$ cat config.mk
export PLATFORM = sky130hd
export DESIGN_NAME = mbrc_check
export DESIGN_NICKNAME = d
export VERILOG_FILES = /design/src/hw/rtl/mbrc_pkg.sv /design/src/hw/rtl/mbrc_check.sv
export SDC_FILE = /design/constraint.sdc
export NUM_CORES = 1
export LEC_CHECK = 0
export ABC_AREA = 1
export BUFFER_PORTS_ARGS = -buffer_cell sky130_fd_sc_hd__buf_4
export CAP_MARGIN = 10
export CORE_MARGIN = 8
export CORE_UTILIZATION = 55
export DETAILED_ROUTE_END_ITERATION = 16
export GPL_ROUTABILITY_DRIVEN = 0
export PLACE_DENSITY = 0.88
export SETUP_SLACK_MARGIN = 0.02
export SLEW_MARGIN = 20
export SYNTH_ARGS = -nofsm -noshare
export SYNTH_HDL_FRONTEND = slang
export SYNTH_SLANG_ARGS = --single-unit
export TNS_END_PERCENT = 1
$ cat constraint.sdc
create_clock -name vclk -period 17.5
set_input_delay 3.5 -clock vclk [all_inputs]
set_output_delay 3.5 -clock vclk [all_outputs]
set_load 0.01 [all_outputs]
$ cat src/hw/rtl/mbrc_pkg.sv
// Package for the Modbus request checker: request, response and register types,
// status and function codes, register indexes.
// No dependencies.
package mbrc_pkg;

  // Configuration port widths.
  localparam int CFG_INDEX_W = 3;
  localparam int CFG_DATA_W  = 16;

  // Register indexes on the configuration port.
  localparam logic [CFG_INDEX_W-1:0] REG_COIL_COUNT     = 3'd0;
  localparam logic [CFG_INDEX_W-1:0] REG_DISCRETE_COUNT = 3'd1;
  localparam logic [CFG_INDEX_W-1:0] REG_HOLDING_COUNT  = 3'd2;
  localparam logic [CFG_INDEX_W-1:0] REG_INPUT_COUNT    = 3'd3;
  localparam logic [CFG_INDEX_W-1:0] REG_CHECKSUM_LEN   = 3'd4;
  localparam logic [CFG_INDEX_W-1:0] REG_REPLY_CAPACITY = 3'd5;

  // Verdict codes.
  localparam logic [2:0] ST_OK          = 3'd0;
  localparam logic [2:0] ST_FORMAT      = 3'd1;
  localparam logic [2:0] ST_ADDR        = 3'd2;
  localparam logic [2:0] ST_SPACE       = 3'd3;
  localparam logic [2:0] ST_UNSUPPORTED = 3'd4;

  // Supported Modbus function codes.
  localparam logic [7:0] FC_READ_COILS     = 8'd1;
  localparam logic [7:0] FC_READ_DISCRETE  = 8'd2;
  localparam logic [7:0] FC_READ_HOLDING   = 8'd3;
  localparam logic [7:0] FC_READ_INPUT     = 8'd4;
  localparam logic [7:0] FC_WRITE_COIL     = 8'd5;
  localparam logic [7:0] FC_WRITE_REGISTER = 8'd6;
  localparam logic [7:0] FC_WRITE_MULTIPLE = 8'd16;

  // Fixed frame sizes: a fixed-size request carries six header bytes, a code 16
  // request carries seven header bytes before its data, a read reply three.
  localparam logic [3:0] FIXED_REQ_BYTES  = 4'd6;
  localparam logic [9:0] MULTI_REQ_BYTES  = 10'd7;
  localparam logic [3:0] READ_HDR_BYTES   = 4'd3;
  localparam logic [3:0] WRITE_REPLY_BYTES = 4'd6;
  localparam logic [2:0] COILS_PER_BYTE_M1 = 3'd7;

  // Reset values of the registers.
  localparam logic [1:0] CHECKSUM_LEN_RST   = 2'd2;
  localparam logic [8:0] REPLY_CAPACITY_RST = 9'd256;

  // Header fields of one request.
  typedef struct packed {
    logic [7:0]  unit_address;
    logic [7:0]  function_code;
    logic [15:0] start_address;
    logic [15:0] quantity;
    logic [7:0]  byte_count;
    logic [8:0]  frame_length;
  } req_t;

  // One verdict.
  typedef struct packed {
    logic [2:0] status;
    logic [8:0] reply_length;
    logic       send_enable;
  } rsp_t;

  // Register set handed to the checking logic.
  typedef struct packed {
    logic [15:0] coil_count;
    logic [15:0] discrete_input_count;
    logic [15:0] holding_register_count;
    logic [15:0] input_register_count;
    logic [1:0]  checksum_length;
    logic [8:0]  reply_capacity;
  } cfg_t;

endpackage

$ cat src/hw/rtl/mbrc_check.sv
// Combinational verdict logic of the Modbus request checker: format, address
// range, reply space and function code checks for one request header. Depends on mbrc_pkg.
module mbrc_check (
  input  mbrc_pkg::req_t req,
  input  mbrc_pkg::cfg_t cfg,
  output mbrc_pkg::rsp_t rsp
);
  import mbrc_pkg::*;

  logic [3:0]  fixed_len;
  logic        fixed_fmt_ok;
  logic [15:0] limit;
  logic [15:0] count;
  logic [16:0] end_addr;
  logic        start_bad;
  logic        range_bad;
  logic [16:0] coil_sum;
  logic [13:0] coil_len;
  logic [17:0] reg_len;
  logic        multi_fmt_ok;
  logic [9:0]  multi_len;
  logic [2:0]  status;
  logic [8:0]  len;

  // Length of a fixed-size request, which is also the write reply length.
  assign fixed_len    = FIXED_REQ_BYTES + {2'b00, cfg.checksum_length};
  assign fixed_fmt_ok = (req.frame_length == {5'b0, fixed_len});

  // Object limit that applies to this function.
  always_comb begin
    case (req.function_code)
      FC_READ_COILS, FC_WRITE_COIL:                        limit = cfg.coil_count;
      FC_READ_DISCRETE:                                    limit = cfg.discrete_input_count;
      FC_READ_HOLDING, FC_WRITE_REGISTER, FC_WRITE_MULTIPLE: limit = cfg.holding_register_count;
      FC_READ_INPUT:                                       limit = cfg.input_register_count;
      default:                                             limit = '0;
    endcase
  end

  // Code 16 counts only the low quantity byte; start plus count never wraps.
  assign count     = (req.function_code == FC_WRITE_MULTIPLE) ?
                     {8'b0, req.quantity[7:0]} : req.quantity;
  assign end_addr  = {1'b0, req.start_address} + {1'b0, count};
  assign start_bad = (req.start_address >= limit);
  assign range_bad = start_bad || (end_addr > {1'b0, limit});

  // Read reply lengths at full width, so an oversized count fails the space check.
  assign coil_sum = {1'b0, req.quantity} + {14'b0, COILS_PER_BYTE_M1};
  assign coil_len = {10'b0, READ_HDR_BYTES} + coil_sum[16:3] +
                    {12'b0, cfg.checksum_length};
  assign reg_len  = {14'b0, READ_HDR_BYTES} + {1'b0, req.quantity, 1'b0} +
                    {16'b0, cfg.checksum_length};

  // Code 16 format: byte count is twice the register count and matches the frame.
  assign multi_len    = {2'b0, req.byte_count} + MULTI_REQ_BYTES +
                        {8'b0, cfg.checksum_length};
  assign multi_fmt_ok = ({req.quantity[7:0], 1'b0} == {1'b0, req.byte_count}) &&
                        ({1'b0, req.frame_length} == multi_len);

  // Verdict and reply length per function.
  always_comb begin
    status = ST_OK;
    len    = '0;
    case (req.function_code)
      FC_READ_COILS, FC_READ_DISCRETE: begin
        if (!fixed_fmt_ok) begin
          status = ST_FORMAT;
        end else if (range_bad) begin
          status = ST_ADDR;
        end else if (coil_len > {5'b0, cfg.reply_capacity}) begin
          status = ST_SPACE;
        end else begin
          len = coil_len[8:0];
        end
      end
      FC_READ_HOLDING, FC_READ_INPUT: begin
        if (!fixed_fmt_ok) begin
          status = ST_FORMAT;
        end else if (range_bad) begin
          status = ST_ADDR;
        end else if (reg_len > {9'b0, cfg.reply_capacity}) begin
          status = ST_SPACE;
        end else begin
          len = reg_len[8:0];
        end
      end
      FC_WRITE_COIL, FC_WRITE_REGISTER: begin
        if (!fixed_fmt_ok) begin
          status = ST_FORMAT;
        end else if (start_bad) begin
          status = ST_ADDR;
        end else begin
          len = {5'b0, fixed_len};
        end
      end
      FC_WRITE_MULTIPLE: begin
        if (!multi_fmt_ok) begin
          status = ST_FORMAT;
        end else if (range_bad) begin
          status = ST_ADDR;
        end else begin
          len = {5'b0, fixed_len};
        end
      end
      default: status = ST_UNSUPPORTED;
    endcase
  end

  // Broadcast requests are checked but never answered.
  assign rsp.status       = status;
  assign rsp.reply_length = len;
  assign rsp.send_enable  = (status == ST_OK) && (req.unit_address != 8'd0);

endmodule

==> flow_metrics.tcl <==
set metrics [dict create \
    pin_count 153 \
    p_per_area_mw_per_mm2 25.84 \
    synthCells 803 \
    grt_overflow 0 \
    syn_to_final_growth_pct 27.97 \
    grt_pass1_vias 5564 \
    postCtsResizedCells 0 \
    cp_slowest_cell "nor2_1" \
    antenna_found_initial 0 \
    maxCapViolations 0 \
    ctsHoldBuffers 0 \
    endpoint_kind "output pin" \
    tightest_slew_ps 1115 \
    critPathKind "primary input to output pin" \
    grt_pass1_wl_um 23780 \
    crit_required_ps 14000 \
    drt-total-wl_um 14350 \
    seq_cell_count 0 \
    finalNetCount 1174 \
    slew_headroom_pct 24.98 \
    worst_slack_ps 6186 \
    synth_area_mm2 0.004487 \
    start_util_pct 55.73 \
    post_cts_buffers 0 \
    power_leakage_nw 3.270 \
    slew_viol_final 0 \
    post-route-period-util_pct 64.65 \
    viasPerCell 5.276 \
    drtIter0Drc 310 \
    hold_end "rsp[4]" \
    min_path_type "primary input to output pin" \
    firstDrtPassIters 5 \
    slowest_delay_ps 400 \
    critPathMaxFanout 11 \
    ys_seq_area_share_pct 0 \
    irDropWorstVdd_mv 0.01356 \
    ys_top_cells_by_area "ha_1 (22%), nand2_1 (21%), inv_1 (9.5%), nor2_1 (6.6%), nand3_1 (6.5%)" \
    fin_setup_tns_ps 0 \
    portBuffers 153 \
    max_freq_mhz 88.39 \
    pre_cts_ws_ps 6228 \
    critPathArrivalTime_ps 7810 \
    rows 33 \
    synth_largest_area_cell "ha_1" \
    syn_avg_cell_area_um2 5.588 \
    vias 5566 \
    wl_per_cell_um 13.60 \
    synth.top_cell.area_share_pct 21.75 \
    setup_violations 0 \
    rsz0062_at_grt "false" \
    hpwl_um 12890 \
    syn_nets 1025 \
    min_path_cells 4 \
    antenna_cells 0 \
    worstHoldStart "cfg[10]" \
    dieArea_mm2 0.01130 \
    ant_nets 0 \
    crit_top_cell "nor2_1" \
    finalHoldViolations 0 \
    synth_cell_type_count 42 \
    min_period_ps 11310 \
    ys_warn_count 0 \
    status "complete, no violations" \
    drc_errors 0 \
    die_h_um 106.3 \
    clock_buffer_count 0 \
    total_power_w 0.0001483 \
    cp-start-kind "primary input" \
    grt_util_all_layers_pct 24.35 \
    grt_max_degree 18 \
    drive_above_1_share_pct 20.00 \
    die_w_um 106.3 \
    core_mm2 0.008051 \
    ff_latch_area_um2 0 \
]
## layer usage
metal	routed length, um	GRT usage [%]	share of wire (%)
met2	7077	46.07	49
met1	5845	27.38	41
met4	437	6.734	3.0
met5	0	0	0
met3	985	3.690	6.9
## synthesized netlist by cell type, types with 3 or more instances
cell,instances
nand2_1,256
inv_1,113
nor2_1,79
ha_1,78
nand3_1,58
a21oi_1,51
xor2_1,20
nand4_1,19
xnor2_1,16
o21ai_0,15
a221oi_1,10
nor3_1,9
a22oi_1,7
inv_2,6
nor2_2,6
nand2_2,5
or2_2,5
clkbuf_1,4
fa_1,4
nand3_2,3
nor4_1,3
o21a_1,3
o21ai_1,3
o21bai_1,3
## worst max-delay path by stage
| stage | to | cells after the start | slack [ps] | start |
|---|---|---|---|---|
| global route | rsp[3] | 29 | 5530 | req[56] |
| finish | rsp[1] | 29 | 6190 | req[56] |
| global placement | rsp[1] | 29 | 6360 | req[56] |
| detailed placement | rsp[1] | 29 | 6230 | req[56] |
| floorplan | rsp[5] | 26 | 6840 | req[56] |
| CTS | rsp[1] | 29 | 6230 | req[56] |
## power by group
group | total, W | internal (W) | switching [W]
sequential | 0 | 0 | 0
combinational | 0.000148 | 0.0000672 | 0.0000811
clock | 0 | 0 | 0
## placed cells by master (no fill, tap or decap), drive strengths merged, types with 18 or more instances in the layout
| cell | netlist | final |
|---|---|---|
| nand3 | 61 | 61 |
| nor2 | 89 | 89 |
| buf | 3 | 154 |
| xor2 | 20 | 20 |
| nand2 | 263 | 263 |
| o21ai | 18 | 18 |
| inv | 119 | 119 |
| ha | 78 | 78 |
| nand4 | 21 | 21 |
| a21oi | 51 | 51 |
## through the flow
stage / std cells / hold slack (ps) / utilization [%] / area [um2]
5_1_grt: 1055 / 7361 / 71.31 / 5742
6_report: 1055 / 7340 / 71.31 / 5742
3_5_place_dp: 1055 / 7338 / 71.31 / 5742
3_3_place_gp: 1055 / 7339 / 71.31 / 5742
4_1_cts: 1055 / 7339 / 71.31 / 5742
2_1_floorplan: 803 / 7138 / - / 4487
## cells by family after synthesis
kind of cell               Yosys count  share of synthesized area [%]
and+or+nand+nor                    457                          45.23
adders and majority gates           82                          23.54
buffers and inverters              126                          10.68
AOI/OAI and AO/OA                  102                          13.52
xor gates and xnor gates            36                          7.027
## critical path: cells and delay by family
kind | cells | cell delay, ps
AND/OR/NAND/NOR | 14 | 1780
AO/OA/AOI/OAI | 6 | 1130
adder cells (fa/ha/maj) | 2 | 620
buffers and inverters | 6 | 620
XOR/XNOR | 1 | 150
## final cells by class
class	instances	area (um2)
multi-input combinational	677	4008
inverter	119	446.7
timing repair buffer	154	1156
tap	105	131.4
fill	779	2310
(Power assumes the default switching activity.)
